**src/rtl/pipm_pkg.sv**
```systemverilog
// ----------------------------------------------------------------------------
// pipm_pkg
// Shared types and constants of the pulse interval power meter.
// ----------------------------------------------------------------------------
package pipm_pkg;

    localparam int STAMP_W           = 32;
    localparam int POWER_W           = 22;
    localparam int MIN_HIGH_W        = 16;
    localparam int MIN_INTERVAL_W    = 22;
    localparam int CFG_INDEX_W       = 2;
    localparam int CFG_DATA_W        = 22;
    localparam int TIME_BITS_DEFAULT = 32;
    localparam int QUEUE_DEPTH       = 2;

    localparam logic [MIN_HIGH_W-1:0]     MIN_HIGH_RESET     = 16'd50;
    localparam logic [MIN_INTERVAL_W-1:0] MIN_INTERVAL_RESET = 22'd600;
    localparam logic [POWER_W-1:0]        ENERGY_SCALE_RESET = 22'd3600000;

    localparam logic OP_RISE = 1'b0;
    localparam logic OP_FALL = 1'b1;

    typedef enum logic [CFG_INDEX_W-1:0] {
        CFG_MIN_HIGH     = 2'd0,
        CFG_MIN_INTERVAL = 2'd1,
        CFG_ENERGY_SCALE = 2'd2
    } cfg_index_t;

    typedef enum logic [1:0] {
        ST_IDLE,
        ST_DIV,
        ST_DONE
    } back_state_t;

endpackage

```
**src/rtl/pipm_front.sv**
```systemverilog
// ----------------------------------------------------------------------------
// pipm_front
// Edge classifier: holds configuration and pulse timing state, filters
// short pulses and too-close pulses, and queues intervals to be divided.
// ----------------------------------------------------------------------------
module pipm_front #(
    parameter int TIME_BITS = pipm_pkg::TIME_BITS_DEFAULT
) (
    input  logic                              clk,
    input  logic                              rst_n,
    input  logic                              push,
    input  logic                              op,
    input  logic [pipm_pkg::STAMP_W-1:0]      stamp_ms,
    output logic                              full,
    input  logic                              wr_en,
    input  logic [pipm_pkg::CFG_INDEX_W-1:0]  wr_index,
    input  logic [pipm_pkg::CFG_DATA_W-1:0]   wr_data,
    input  logic                              q_full,
    output logic                              q_push,
    output logic [TIME_BITS-1:0]              q_interval,
    output logic [pipm_pkg::POWER_W-1:0]      q_scale
);

    localparam int CMP_W = (TIME_BITS > pipm_pkg::MIN_INTERVAL_W) ?
                           TIME_BITS : pipm_pkg::MIN_INTERVAL_W;

    logic [pipm_pkg::MIN_HIGH_W-1:0]     min_high_reg, min_high_next;
    logic [pipm_pkg::MIN_INTERVAL_W-1:0] min_interval_reg, min_interval_next;
    logic [pipm_pkg::POWER_W-1:0]        scale_reg, scale_next;
    logic [TIME_BITS-1:0]                rise_time_reg, rise_time_next;
    logic [TIME_BITS-1:0]                prev_time_reg, prev_time_next;
    logic                                have_first_reg, have_first_next;

    logic                 accept;
    logic [TIME_BITS-1:0] now;
    logic [TIME_BITS-1:0] high_time;
    logic [TIME_BITS-1:0] interval;
    logic                 high_ok;
    logic                 gap_ok;

    assign full       = q_full;
    assign accept     = push && !q_full;
    assign now        = TIME_BITS'(stamp_ms);
    assign high_time  = now - rise_time_reg;
    assign interval   = now - prev_time_reg;
    assign high_ok    = high_time >= TIME_BITS'(min_high_reg);
    assign gap_ok     = CMP_W'(interval) >= CMP_W'(min_interval_reg);
    assign q_interval = interval;
    assign q_scale    = scale_reg;

    always_comb
    begin
        min_high_next     = min_high_reg;
        min_interval_next = min_interval_reg;
        scale_next        = scale_reg;
        if (wr_en)
        begin
            unique case (wr_index)
                pipm_pkg::CFG_MIN_HIGH:
                    min_high_next = pipm_pkg::MIN_HIGH_W'(wr_data);
                pipm_pkg::CFG_MIN_INTERVAL:
                    min_interval_next = pipm_pkg::MIN_INTERVAL_W'(wr_data);
                pipm_pkg::CFG_ENERGY_SCALE:
                    scale_next = pipm_pkg::POWER_W'(wr_data);
                default:
                    ;
            endcase
        end
    end

    always_comb
    begin
        rise_time_next  = rise_time_reg;
        prev_time_next  = prev_time_reg;
        have_first_next = have_first_reg;
        q_push          = 1'b0;
        if (accept)
        begin
            if (op == pipm_pkg::OP_RISE)
            begin
                rise_time_next = now;
            end
            else if (high_ok)
            begin
                if (!have_first_reg)
                begin
                    have_first_next = 1'b1;
                    prev_time_next  = now;
                end
                else if (gap_ok)
                begin
                    q_push         = 1'b1;
                    prev_time_next = now;
                end
            end
        end
    end

    always_ff @(posedge clk or negedge rst_n)
    begin
        if (!rst_n)
        begin
            min_high_reg     <= pipm_pkg::MIN_HIGH_RESET;
            min_interval_reg <= pipm_pkg::MIN_INTERVAL_RESET;
            scale_reg        <= pipm_pkg::ENERGY_SCALE_RESET;
            rise_time_reg    <= '0;
            prev_time_reg    <= '0;
            have_first_reg   <= 1'b0;
        end
        else
        begin
            min_high_reg     <= min_high_next;
            min_interval_reg <= min_interval_next;
            scale_reg        <= scale_next;
            rise_time_reg    <= rise_time_next;
            prev_time_reg    <= prev_time_next;
            have_first_reg   <= have_first_next;
        end
    end

endmodule

```
**src/rtl/pipm_queue.sv**
```systemverilog
// ----------------------------------------------------------------------------
// pipm_queue
// Small register FIFO decoupling the classifier from the divider.
// ----------------------------------------------------------------------------
module pipm_queue #(
    parameter int WIDTH = 8,
    parameter int DEPTH = pipm_pkg::QUEUE_DEPTH
) (
    input  logic             clk,
    input  logic             rst_n,
    input  logic             wr,
    input  logic [WIDTH-1:0] wr_data,
    output logic             full,
    input  logic             rd,
    output logic [WIDTH-1:0] rd_data,
    output logic             empty
);

    localparam int PTR_W = (DEPTH > 1) ? $clog2(DEPTH) : 1;
    localparam int CNT_W = $clog2(DEPTH + 1);

    logic [WIDTH-1:0] mem_reg [DEPTH];
    logic [PTR_W-1:0] wr_ptr_reg, wr_ptr_next;
    logic [PTR_W-1:0] rd_ptr_reg, rd_ptr_next;
    logic [CNT_W-1:0] count_reg, count_next;
    logic             do_wr;
    logic             do_rd;

    assign full    = count_reg == CNT_W'(DEPTH);
    assign empty   = count_reg == '0;
    assign do_wr   = wr && !full;
    assign do_rd   = rd && !empty;
    assign rd_data = mem_reg[rd_ptr_reg];

    always_comb
    begin
        wr_ptr_next = wr_ptr_reg;
        rd_ptr_next = rd_ptr_reg;
        count_next  = count_reg;
        if (do_wr)
        begin
            wr_ptr_next = (wr_ptr_reg == PTR_W'(DEPTH - 1)) ? '0 : wr_ptr_reg + 1'b1;
        end
        if (do_rd)
        begin
            rd_ptr_next = (rd_ptr_reg == PTR_W'(DEPTH - 1)) ? '0 : rd_ptr_reg + 1'b1;
        end
        if (do_wr && !do_rd)
        begin
            count_next = count_reg + 1'b1;
        end
        else if (do_rd && !do_wr)
        begin
            count_next = count_reg - 1'b1;
        end
    end

    always_ff @(posedge clk or negedge rst_n)
    begin
        if (!rst_n)
        begin
            wr_ptr_reg <= '0;
            rd_ptr_reg <= '0;
            count_reg  <= '0;
        end
        else
        begin
            wr_ptr_reg <= wr_ptr_next;
            rd_ptr_reg <= rd_ptr_next;
            count_reg  <= count_next;
        end
    end

    always_ff @(posedge clk)
    begin
        if (do_wr)
        begin
            mem_reg[wr_ptr_reg] <= wr_data;
        end
    end

endmodule

```
**src/rtl/pipm_back.sv**
```systemverilog
// ----------------------------------------------------------------------------
// pipm_back
// Restoring divider, one quotient bit per cycle, with a result register.
// ----------------------------------------------------------------------------
module pipm_back #(
    parameter int TIME_BITS = pipm_pkg::TIME_BITS_DEFAULT
) (
    input  logic                                      clk,
    input  logic                                      rst_n,
    input  logic                                      q_empty,
    input  logic [TIME_BITS+pipm_pkg::POWER_W-1:0]    q_data,
    output logic                                      q_pop,
    output logic                                      empty,
    input  logic                                      pop,
    output logic [pipm_pkg::POWER_W-1:0]              power_watts
);

    localparam int QW    = pipm_pkg::POWER_W;
    localparam int CNT_W = $clog2(QW);

    pipm_pkg::back_state_t state_reg, state_next;

    logic [TIME_BITS-1:0] div_reg, div_next;
    logic [TIME_BITS-1:0] rem_reg, rem_next;
    logic [QW-1:0]        quo_reg, quo_next;
    logic [CNT_W-1:0]     cnt_reg, cnt_next;
    logic [QW-1:0]        out_reg, out_next;
    logic                 out_valid_reg, out_valid_next;

    logic [TIME_BITS-1:0] q_interval;
    logic [QW-1:0]        q_scale;
    logic [TIME_BITS:0]   rem_sh;
    logic [TIME_BITS:0]   rem_sub;
    logic                 ge;
    logic                 load_out;

    assign q_interval  = q_data[TIME_BITS+QW-1:QW];
    assign q_scale     = q_data[QW-1:0];
    assign rem_sh      = {rem_reg, quo_reg[QW-1]};
    assign rem_sub     = rem_sh - {1'b0, div_reg};
    assign ge          = rem_sh >= {1'b0, div_reg};
    assign empty       = !out_valid_reg;
    assign power_watts = out_reg;

    always_comb
    begin
        state_next = state_reg;
        unique case (state_reg)
            pipm_pkg::ST_IDLE:
                if (!q_empty)
                begin
                    state_next = (q_interval == '0) ? pipm_pkg::ST_DONE : pipm_pkg::ST_DIV;
                end
            pipm_pkg::ST_DIV:
                if (cnt_reg == '0)
                begin
                    state_next = pipm_pkg::ST_DONE;
                end
            pipm_pkg::ST_DONE:
                if (!out_valid_reg || pop)
                begin
                    state_next = pipm_pkg::ST_IDLE;
                end
            default:
                state_next = pipm_pkg::ST_IDLE;
        endcase
    end

    always_comb
    begin
        q_pop    = 1'b0;
        load_out = 1'b0;
        unique case (state_reg)
            pipm_pkg::ST_IDLE: q_pop    = !q_empty;
            pipm_pkg::ST_DIV:  ;
            pipm_pkg::ST_DONE: load_out = !out_valid_reg || pop;
            default:           ;
        endcase
    end

    always_comb
    begin
        div_next       = div_reg;
        rem_next       = rem_reg;
        quo_next       = quo_reg;
        cnt_next       = cnt_reg;
        out_next       = out_reg;
        out_valid_next = out_valid_reg;
        if (q_pop)
        begin
            // zero interval skips division; quotient register then holds the scale
            div_next = q_interval;
            rem_next = '0;
            quo_next = q_scale;
            cnt_next = CNT_W'(QW - 1);
        end
        if (state_reg == pipm_pkg::ST_DIV)
        begin
            rem_next = ge ? TIME_BITS'(rem_sub) : TIME_BITS'(rem_sh);
            quo_next = {quo_reg[QW-2:0], ge};
            cnt_next = cnt_reg - 1'b1;
        end
        if (pop && out_valid_reg)
        begin
            out_valid_next = 1'b0;
        end
        if (load_out)
        begin
            out_next       = quo_reg;
            out_valid_next = 1'b1;
        end
    end

    always_ff @(posedge clk or negedge rst_n)
    begin
        if (!rst_n)
        begin
            state_reg     <= pipm_pkg::ST_IDLE;
            out_valid_reg <= 1'b0;
        end
        else
        begin
            state_reg     <= state_next;
            out_valid_reg <= out_valid_next;
        end
    end

    always_ff @(posedge clk)
    begin
        div_reg <= div_next;
        rem_reg <= rem_next;
        quo_reg <= quo_next;
        cnt_reg <= cnt_next;
        out_reg <= out_next;
    end

endmodule

```
**src/rtl/pulse_interval_power_meter_unit.sv**
```systemverilog
// ----------------------------------------------------------------------------
// pulse_interval_power_meter_unit
// Energy meter pulse edges in, power readings out.
// ----------------------------------------------------------------------------
// Edge requests are classified in the cycle they are accepted; every edge is
// accepted at once while the two-entry interval queue has room. The restoring
// divider pops each counted pulse, forms its 22 quotient bits at one bit per
// cycle and loads the result register; a zero interval skips the division.
// Results wait in the result register until popped; the divider then holds its
// next quotient and the classifier goes on while the queue has room.
module pulse_interval_power_meter_unit #(
    parameter int TIME_BITS = pipm_pkg::TIME_BITS_DEFAULT
) (
    input  logic                              clk,
    input  logic                              rst_n,
    input  logic                              push,
    output logic                              full,
    input  logic                              op,
    input  logic [pipm_pkg::STAMP_W-1:0]      stamp_ms,
    output logic                              empty,
    input  logic                              pop,
    output logic [pipm_pkg::POWER_W-1:0]      power_watts,
    input  logic                              wr_en,
    input  logic [pipm_pkg::CFG_INDEX_W-1:0]  wr_index,
    input  logic [pipm_pkg::CFG_DATA_W-1:0]   wr_data
);

    localparam int QW_ENTRY = TIME_BITS + pipm_pkg::POWER_W;

    logic                         q_full;
    logic                         q_push;
    logic [TIME_BITS-1:0]         q_interval;
    logic [pipm_pkg::POWER_W-1:0] q_scale;
    logic                         q_pop;
    logic                         q_empty;
    logic [QW_ENTRY-1:0]          q_rd_data;

    pipm_front #(
        .TIME_BITS (TIME_BITS)
    ) u_front (
        .clk        (clk),
        .rst_n      (rst_n),
        .push       (push),
        .op         (op),
        .stamp_ms   (stamp_ms),
        .full       (full),
        .wr_en      (wr_en),
        .wr_index   (wr_index),
        .wr_data    (wr_data),
        .q_full     (q_full),
        .q_push     (q_push),
        .q_interval (q_interval),
        .q_scale    (q_scale)
    );

    pipm_queue #(
        .WIDTH (QW_ENTRY),
        .DEPTH (pipm_pkg::QUEUE_DEPTH)
    ) u_queue (
        .clk     (clk),
        .rst_n   (rst_n),
        .wr      (q_push),
        .wr_data ({q_interval, q_scale}),
        .full    (q_full),
        .rd      (q_pop),
        .rd_data (q_rd_data),
        .empty   (q_empty)
    );

    pipm_back #(
        .TIME_BITS (TIME_BITS)
    ) u_back (
        .clk         (clk),
        .rst_n       (rst_n),
        .q_empty     (q_empty),
        .q_data      (q_rd_data),
        .q_pop       (q_pop),
        .empty       (empty),
        .pop         (pop),
        .power_watts (power_watts)
    );

endmodule

```
**config.mk**
```make
export PLATFORM = sky130hd
export DESIGN_NAME = pulse_interval_power_meter_unit
export DESIGN_NICKNAME = d
export VERILOG_FILES = /design/src/rtl/pipm_pkg.sv /design/src/rtl/pipm_front.sv /design/src/rtl/pipm_queue.sv /design/src/rtl/pipm_back.sv /design/src/rtl/pulse_interval_power_meter_unit.sv
export SDC_FILE = /design/constraint.sdc
export NUM_CORES = 1
export LEC_CHECK = 0
export ABC_AREA = 1
export BUFFER_PORTS_ARGS = -buffer_cell sky130_fd_sc_hd__buf_4
export CAP_MARGIN = 15
export CORE_MARGIN = 4
export CORE_UTILIZATION = 45
export CTS_BUF_LIST = sky130_fd_sc_hd__clkbuf_16
export DETAILED_ROUTE_END_ITERATION = 8
export HOLD_SLACK_MARGIN = 0.05
export SLEW_MARGIN = 20
export SYNTH_ARGS = -nofsm -noshare
export SYNTH_HDL_FRONTEND = slang
export SYNTH_HIERARCHICAL = 1
export SYNTH_SLANG_ARGS = --single-unit
```
**constraint.sdc**
```tcl
create_clock -name clk -period 5.5 [get_ports clk]
set_clock_uncertainty 0.15 [all_clocks]
set_input_delay 1.1 -clock clk [delete_from_list [all_inputs] [get_ports clk]]
set_output_delay 1.1 -clock clk [all_outputs]
set_load 0.02 [all_outputs]
```
==> results of run 1 <==
-- cell families (layout without fill, tap and decap cells) --
kind of cell / after synthesis / after routing / synth area share, %
flops: 353 / 353 / 44.3
buf+inv: 629 / 749 / 10.9
xor+xnor: 54 / 54 / 2.11
compound gates: 184 / 184 / 4.29
mux: 1 / 1 / 0.0501
fa+ha+maj: 138 / 138 / 7.79
simple gates: 1666 / 1666 / 30.5
-- metrics by stage --
stage	setup slack, ps	hold WS, ps
floorplan	18.9	276
finish	770	300
CTS	854	297
global route	546	306
detailed placement	255	283
global placement	406	285
-- worst reg2reg max path, stage by stage (launching register included) --
cell	delay (ps)
dfrtp_1	340
ha_1	150
inv_1	100
fa_1	450
nand2_1	100
nand3_1	190
nand2_1	120
nand2_1	110
xor2_1	180
ha_1	290
nand2_1	60
inv_1	60
nand3_1	90
nor3_1	210
nand3_1	140
nand4_2	130
nand2_1	130
nor2_1	180
o21ai_0	200
nor2_4	130
buf_4	410
-- report_power, final --
| group | total (uW) | internal, uW | switching [uW] |
|---|---|---|---|
| combinational | 7700 | 2510 | 5190 |
| sequential | 4370 | 4040 | 335 |
| clock | 2900 | 1770 | 1140 |
| total | 15000 | 8310 | 6660 |
-- worst min path at each step --
stage               depth (start not counted)                     end
global placement                            0   u_back/power_watts[4]
floorplan                                   0  u_back/power_watts[21]
detailed placement                          0   u_back/power_watts[3]
global route                                0   u_back/power_watts[3]
finish                                      0   u_back/power_watts[3]
CTS                                         0   u_back/power_watts[3]
-- layer usage --
metal / vias to the layer above / global-route usage [%] / wire (microns)
li1: 9558 / - / -
met1: 8667 / 27.6 / 25300
met2: 369 / 37.0 / 27600
met3: 98 / 2.56 / 2060
met4: 0 / 7.12 / 1890
met5: - / 0 / 0
-- Yosys cell counts (2+ instances only) --
cell type	count	area share [%]
inv_1	558	9.3
dfrtp_1	114	13
buf_2	17	0.38
nor3_2	2	0.089
nor2_1	257	4.3
nand3_1	93	2.1
o21ai_0	69	1.5
clkbuf_1	26	0.43
nand3b_1	28	0.94
buf_6	6	0.30
and3_1	4	0.11
xnor2_1	13	0.51
a31oi_1	5	0.14
clkinv_1	3	0.050
nor3_1	14	0.31
o21ai_1	2	0.045
a211oi_1	2	0.067
inv_2	10	0.17
nand4_1	52	1.4
nor2_2	16	0.45
nor2_4	2	0.10
nand3_2	2	0.089
a21oi_1	94	2.1
nand2_2	6	0.17
dfstp_2	18	2.1
nand2_1	1165	19
ha_1	135	7.5
edfxtp_1	221	30
a21o_1	3	0.10
o21bai_1	3	0.10
buf_4	7	0.23
xor2_1	41	1.6
fa_1	3	0.27
and2_1	13	0.36
nor4_1	4	0.11
-- cell type report --
type	instances	area [sq um]	area share, %
repair buffers	101	774	3.06
clock inverters	35	448	1.77
inverters	572	2150	8.50
clock buffers	41	1030	4.06
flip-flops and latches	353	9960	39.4
multi-input cells	2043	10100	39.9
well taps	664	831	3.29
==> summary.txt, run 1 <==
Drt
  • 1st-iter DRT viols: 1204
  • Routed WL per cell: 14.9 microns
  • DRC: 0
  • DRT Pass-1 Iters: 6
  • Final WL: 56800 microns
  • DRT antenna net count: 0
  • Total number of vias: 18692
  • Via density: 4.91

Timing
  • Final-report setup violation count: 0
  • F_max: 0.211 GHz
  • Slew headroom: 34.7%
  • Final setup TNS: 0 ps
  • Fraction of the cycle the final worst path needs: 86.0%
  • Worst Tran Pin Value: 977 ps
  • Slew Viols, Final: 0
  • Final Hold Vio Count: 0
  • Period minus WS final: 4730 ps
  • RSZ-0062 raised after global routing: false

Floorplan
  • Core area: 49200 sq um
  • Io pins: 86
  • Die Width: 231 microns
  • Initial core utilization: 45.7%
  • Die area: 53600 sq um
  • Die Span Y: 231 microns
  • # rows: 81

Job
  • Max Cap Viol: 0

Cells and area
  • Final Core Density: 51.4%
  • Fin cells: 3809
  • Commonest non-fill, non-tap cell in the layout: nand2_1
  • Largest register FFs: 108
  • Layout cells sized above 1: 7.57%
  • Nets: 3312
  • Final std cell area, no fill: 25300 sq um
  • Synth-to-layout area growth: 12.5%
  • Most frequent cells in the layout: 1165 x nand2_1, 560 x inv_1, 252 x nor2_1, 221 x edfxtp_1, 135 x ha_1
  • FILL cells: 4812
  • Antenna cell count: 0

Yosys
  • Synth unique cells: 52
  • Yosys warnings: 6
  • Cell count after synthesis: 3025
  • Seq cells post-synth: 353
  • Async set-reset flop share out of synthesis: 37.4%
  • Number of synthesized flops with an enable pin: 221
  • Mapped Nets: 3225
  • Post-Syn Area per Cell: 7.43 sq um
  • Post-synthesis cell area: 22500 sq um
  • Register area share after synthesis: 44.3%
  • Synth Flop Type: edfxtp_1

Setup path
  • CP startpoint kind: primary input
  • FF-to-FF Start: u_front/rise_time_reg[0]
  • Crit-path cells: buf_4, inv_1, ha_1, inv_1, fa_1, nand2_1, nand3_1, nand2_1, nand2_1, xor2_1, ha_1, nand2_1, inv_1, nand3_1, nor3_1, nand3_1, nand4_2, nand2_1, nor2_1, o21ai_0, nor2_4, buf_4
  • CP Launch Point: stamp_ms[0]
  • Worst path depth: 22
  • Most frequent CP cell: nand2_1
  • Data arrival, critical path: 4790 ps
  • RR Endpoint: u_queue/mem_reg[1][44]
  • Slowest CP cell: fa_1
  • Reg2reg path depth: 20
  • Critical path's top delay family: simple AND/OR/NAND/NOR gates
  • Slowest stage delay, CP: 450 ps
  • CP Buf/Inv Count: 5
  • Worst EP required: 5560 ps
  • Setup crit end kind: flop
  • Crit path kind: in2reg
  • CP Capture Point: u_queue/mem_reg[1][44]
  • Crit path max fanout: 32
  • Flop-to-flop setup slack: 1190 ps

Clock tree
  • Post-CTS Hold Buffers: 0
  • Post-CTS Setup Repair Bufs: 0
  • Post-CTS resize count: 0
  • CTS tree: done
  • CTS Buf Count: 41
  • Clk_lat worst skew: 580 ps
  • CTS Root Cell: clkbuf_16
  • Clock Tree Buf Depth: 3
  • Clock-pin slew on the worst setup and hold paths: 60 ps
  • Htree depth: 2
  • Clock net sink count: 353

Power and ir drop
  • Lkg Pwr: 0.0133 uW
  • Cell Pwr Density: 592 nW/um^2
  • VDD IR max: 0.000383 V
  • Tot Pwr: 15000 uW

Global route
  • Grt total ovfl: 0
  • First-pass GRT wire length: 92200 microns
  • Antenna violations before repair: 0
  • Gr usage total: 21.2%
  • Number of global-route vias before repair: 18181
  • Largest net degree at the start of global routing: 96

Placed design
  • I/O Buffers: 85
  • Placed Area: 23800 sq um
  • Placed cells: 3733
  • Routability Congestion: 0.993
  • Post-DP HPWL: 44600 microns

Outcome
  • Status: complete, no violations

Hold path
  • Worst min-delay path class: reg2reg
  • Worst Hold Launch: u_back/quo_reg[3]
Note: power is estimated with default switching activity, not from simulation.
==> run 2: changes to the inputs <==
RECOVER_POWER = 50   (was default)
==> summary.txt, run 2 (same netlist as run 1, synthesis figures left out) <==
Outcome
  • Status: finished with violations
  • Failing checks: max-capacitance violations, max-slew violations

Cells and area
  • Register area: 9960 sq um
  • Synth-to-layout area growth: 12.2%
  • Layout cells sized above 1: 6.77%
  • Most frequent cells in the layout: 1165 x nand2_1, 561 x inv_1, 254 x nor2_1, 221 x edfxtp_1, 135 x ha_1
  • Antenna cell count: 0
  • FILL cells: 4823
  • Largest register FFs: 108
  • Multi-input gate area: 10100 sq um
  • Nets: 3312
  • Commonest non-fill, non-tap cell in the layout: nand2_1

Drt
  • Final WL: 56800 microns
  • DRC: 0
  • Routed WL per cell: 14.9 microns
  • Via density: 4.91
  • Total number of vias: 18711
  • DRT Pass-1 Iters: 6
  • DRT antenna net count: 0
  • 1st-iter DRT viols: 1245

Setup path
  • Data arrival, critical path: 4790 ps
  • CP startpoint kind: primary input
  • Setup crit end kind: flop
  • Crit path kind: in2reg
  • Worst EP required: 5560 ps
  • Crit path max fanout: 32

Clock tree
  • Post-CTS resize count: 0
  • CTS tree: done
  • Htree depth: 2
  • Clock Tree Buf Depth: 3
  • Clock net sink count: 353
  • Clock-pin slew on the worst setup and hold paths: 60 ps
  • Clk_lat worst skew: 580 ps
  • CTS Buf Count: 41
  • CTS Root Cell: clkbuf_16
  • Post-CTS Hold Buffers: 0
  • Post-CTS Setup Repair Bufs: 0

Timing
  • Worst Tran Pin Value: 2550 ps
  • Final setup TNS: 0 ps
  • Final-report setup violation count: 0
  • Final Hold Vio Count: 0
  • F_max: 0.211 GHz
  • Hold_ws: 297 ps
  • Slew Viols, Final: 420
  • Slew headroom: -69.8%
  • Fraction of the cycle the final worst path needs: 86.0%
  • RSZ-0062 raised after global routing: false
  • Period minus WS final: 4730 ps

Placed design
  • Post-DP HPWL: 44600 microns
  • Routability Congestion: 0.993
  • I/O Buffers: 85

Hold path
  • Worst min-delay path class: reg2reg

Job
  • Max Cap Viol: 9

Floorplan
  • # rows: 81
  • Die area: 53600 sq um
  • Core area: 49200 sq um
  • Die Span Y: 231 microns
  • Initial core utilization: 45.7%
  • Die Width: 231 microns
  • Io pins: 86

Global route
  • Largest net degree at the start of global routing: 96
  • Gr usage total: 21.2%
  • Grt total ovfl: 0
  • First-pass GRT wire length: 92200 microns
  • Antenna violations before repair: 0
  • Number of global-route vias before repair: 18181

Power and ir drop
  • Lkg Pwr: 0.0132 uW
  • VDD IR max: 0.000383 V
  • Cell Pwr Density: 594 nW/um^2
-- run 2: final cells by class --
type	count	area share, %
clock buffers	41	4.07
clock inverters	35	1.78
inverters	572	8.52
multi-input cells	2043	39.9
flip-flops and latches	353	39.5
well taps	664	3.29
repair buffers	101	2.91
-- run 2: per-stage QoR --
| stage | setup slack [ps] | total power, uW | util (%) | cell area [sq um] | instances |
|---|---|---|---|---|---|
| after floorplan | 18.9 | 10100 | - | 22500 | 3025 |
| after global placement | 406 | 11900 | 48.4 | 23800 | 3733 |
| after detailed placement | 255 | 12100 | 48.4 | 23800 | 3733 |
| after CTS | 854 | 15000 | 51.4 | 25300 | 3809 |
| after global routing | 329 | 16400 | 51.3 | 25200 | 3809 |
| final | 771 | 15000 | 51.3 | 25200 | 3809 |
-- run 2: worst paths after layout --
| path | slack [ps] | endpoint | cells after the start | from |
|---|---|---|---|---|
| hold reg to reg | 300 | u_back/power_watts[3] | 0 | u_back/quo_reg[3] |
| min in group asynchronous | 1120 | u_front/min_high_reg[7] | 1 | rst_n |
| setup / recovery | 770 | u_queue/mem_reg[1][44] | 20 | stamp_ms[0] |
| max in group asynchronous | 1150 | u_front/min_interval_reg[2] | 2 | rst_n |
| setup reg to reg | 1200 | u_queue/mem_reg[1][44] | 18 | u_front/rise_time_reg[0] |
| hold / removal | 300 | u_back/power_watts[3] | 0 | u_back/quo_reg[3] |
-- run 2: per-layer routing --
layer,vias up,global-route usage [%],routed length (microns),share of wire [%]
li1,9555,-,-,-
met1,8701,27.6,25200,44
met2,360,37.0,27700,49
met3,95,2.56,2060,3.6
met4,0,7.12,1860,3.3
met5,-,0,0,0
-- run 2: critical path, stage by stage --
cell and delay [ps]:
clkbuf_1 120, inv_1 110, ha_1 160, inv_1 100, fa_1 450, nand3_1 110, nand3_1 240, nand3_1 150
nand3_1 130, xor2_1 190, ha_1 280, nand3_1 100, nor3_1 210, nand3_1 140, nand4_2 130, nand2_1 140
nor2_1 180, o21ai_0 190, nor2_4 130, buf_4 410
-- run 2: power breakdown --
part / total, uW / internal (uW) / leakage [uW] / switching [uW]
Combinational: 7700 / 2520 / 0.00886 / 5190
Sequential: 4380 / 4040 / 0.00366 / 334
Clock: 2900 / 1770 / 0.000720 / 1140
==> run 3: changes to the inputs <==
CAP_MARGIN = default   (was 15)
CORE_MARGIN = 2   (was 4)
REMOVE_ABC_BUFFERS = 1   (was default)
==> summary.txt, run 3 (same netlist as run 1, synthesis figures left out) <==
Clock tree
  • Clk_lat worst skew: 590 ps
  • Clock net sink count: 353
  • Post-CTS Hold Buffers: 0
  • CTS tree: done
  • CTS Buf Count: 40
  • Clock Tree Buf Depth: 3
  • Htree depth: 2
  • Post-CTS resize count: 0
  • Post-CTS Setup Repair Bufs: 0
  • CTS Root Cell: clkbuf_16
  • Clock-pin slew on the worst setup and hold paths: 60 ps

Setup path
  • Worst path depth: 26
  • Crit path max fanout: 34
  • Data arrival, critical path: 4700 ps
  • Most frequent CP cell: nand2_1
  • Reg2reg path depth: 26
  • RR Endpoint: u_queue/count_reg[1]
  • Crit path kind: in2reg
  • Worst EP required: 5620 ps
  • Setup crit end kind: flop
  • Flop-to-flop setup slack: 1310 ps
  • CP Buf/Inv Count: 6
  • Slowest CP cell: fa_1
  • Slowest stage delay, CP: 430 ps
  • CP startpoint kind: primary input
  • Critical path's top delay family: simple AND/OR/NAND/NOR gates
  • FF-to-FF Start: u_front/prev_time_reg[3]

Cells and area
  • Final Core Density: 51.0%
  • Layout cells sized above 1: 6.59%
  • Nets: 3311
  • FILL cells: 4807
  • Commonest non-fill, non-tap cell in the layout: nand2_1
  • Antenna cell count: 0
  • Synth-to-layout area growth: 11.6%
  • Most frequent cells in the layout: 1165 x nand2_1, 567 x inv_1, 254 x nor2_1, 221 x edfxtp_1, 135 x ha_1
  • Largest register FFs: 108
  • Register area: 9960 sq um
  • Multi-input gate area: 10100 sq um

Floorplan
  • Die Width: 227 microns
  • Initial core utilization: 45.7%
  • Die area: 51700 sq um
  • Core area: 49200 sq um
  • Io pins: 86
  • Die Span Y: 227 microns
  • # rows: 81

Drt
  • Total number of vias: 18602
  • Routed WL per cell: 14.8 microns
  • Final WL: 56500 microns
  • Via density: 4.89
  • DRT Pass-1 Iters: 6
  • DRC: 0
  • 1st-iter DRT viols: 1159
  • DRT antenna net count: 0

Timing
  • RSZ-0062 raised after global routing: false
  • Fraction of the cycle the final worst path needs: 83.2%
  • Worst Tran Pin Value: 2700 ps
  • Slew headroom: -80.2%
  • Slew Viols, Final: 433
  • Setup WS post-layout: 922 ps
  • Final Hold Vio Count: 0
  • Final-report setup violation count: 0
  • Period minus WS final: 4580 ps
  • F_max: 0.218 GHz

Global route
  • Grt total ovfl: 0
  • Number of global-route vias before repair: 18365
  • Gr usage total: 22.6%
  • First-pass GRT wire length: 92200 microns
  • Antenna violations before repair: 1
  • Largest net degree at the start of global routing: 96

Placed design
  • Dpl ws: 408 ps
  • Post-DP HPWL: 43900 microns
  • Routability Congestion: 0.954
  • I/O Buffers: 85

Hold path
  • Hold endpoint: u_back/power_watts[4]
  • WHS Path Cells: 0
  • Worst min-delay path class: reg2reg
  • Worst Hold Launch: u_back/quo_reg[4]

Outcome
  • Failing checks: max-capacitance violations, max-slew violations
  • Status: finished with violations

Power and ir drop
  • Cell Pwr Density: 585 nW/um^2
  • Tot Pwr: 14700 uW
  • Lkg Pwr: 0.0132 uW
  • VDD IR max: 0.000283 V

Job
  • Max Cap Viol: 9
run 3: cell type report:
class / count / share of cell area (%)
multi-input combinational: 2043 / 40.2
sequential: 353 / 39.7
inverter: 572 / 8.58
clock buffer: 40 / 3.99
tap: 664 / 3.31
timing repair buffer: 101 / 2.94
clock inverter: 34 / 1.28
run 3: worst max path at each step:
stage                start                  endpoint
3_5_place_dp   stamp_ms[0]  u_front/prev_time_reg[5]
2_1_floorplan  stamp_ms[0]     u_queue/mem_reg[1][0]
5_1_grt              rst_n   u_front/min_high_reg[2]
6_report       stamp_ms[0]     u_queue/mem_reg[0][4]
4_1_cts        stamp_ms[0]  u_front/prev_time_reg[5]
3_3_place_gp   stamp_ms[0]     u_queue/mem_reg[0][4]
run 3: worst reg2reg max path, stage by stage (launching register included):
cell and delay, ps:
dfrtp_1 360, inv_1 50, ha_1 360, nand2_1 120, nor2_1 100, nand2_1 60, nand2_1 140, nand2_1 70
nand2_1 140, a31oi_1 120, xnor2_1 410, ha_1 340, a21oi_1 170, nor3_1 70, a211oi_1 190, nand2_1 100
a21oi_2 190, nand2_1 70, nand2_1 60, nor2_1 50, inv_1 70, nor2_2 50, ha_1 340, inv_1 80
nand3_1 100, nand2_1 70, nand2_1 50
run 3: stage by stage:
| step | setup TNS [ps] | cell area (sq um) | cells | hold slack, ps |
|---|---|---|---|---|
| 2_1_floorplan | -64140 | 22200 | 2968 | 276 |
| 3_3_place_gp | 0 | 23800 | 3732 | 284 |
| 3_5_place_dp | 0 | 23800 | 3732 | 287 |
| 4_1_cts | 0 | 25100 | 3806 | 280 |
| 5_1_grt | 0 | 25100 | 3807 | 306 |
| 6_report | 0 | 25100 | 3807 | 287 |
run 3: where the power goes:
part	leakage (uW)	internal (uW)	switching (uW)	total, uW
Clock	0.000680	1500	1130	2630
Combinational	0.00885	2520	5160	7680
Sequential	0.00366	4050	324	4370
Total	0.0132	8060	6620	14700
run 3: metal layers:
metal / track usage [%] / share of wire, %
met5: 0 / 0
met4: 7.97 / 3.4
met3: 2.90 / 3.5
met2: 39.5 / 49
met1: 28.8 / 45
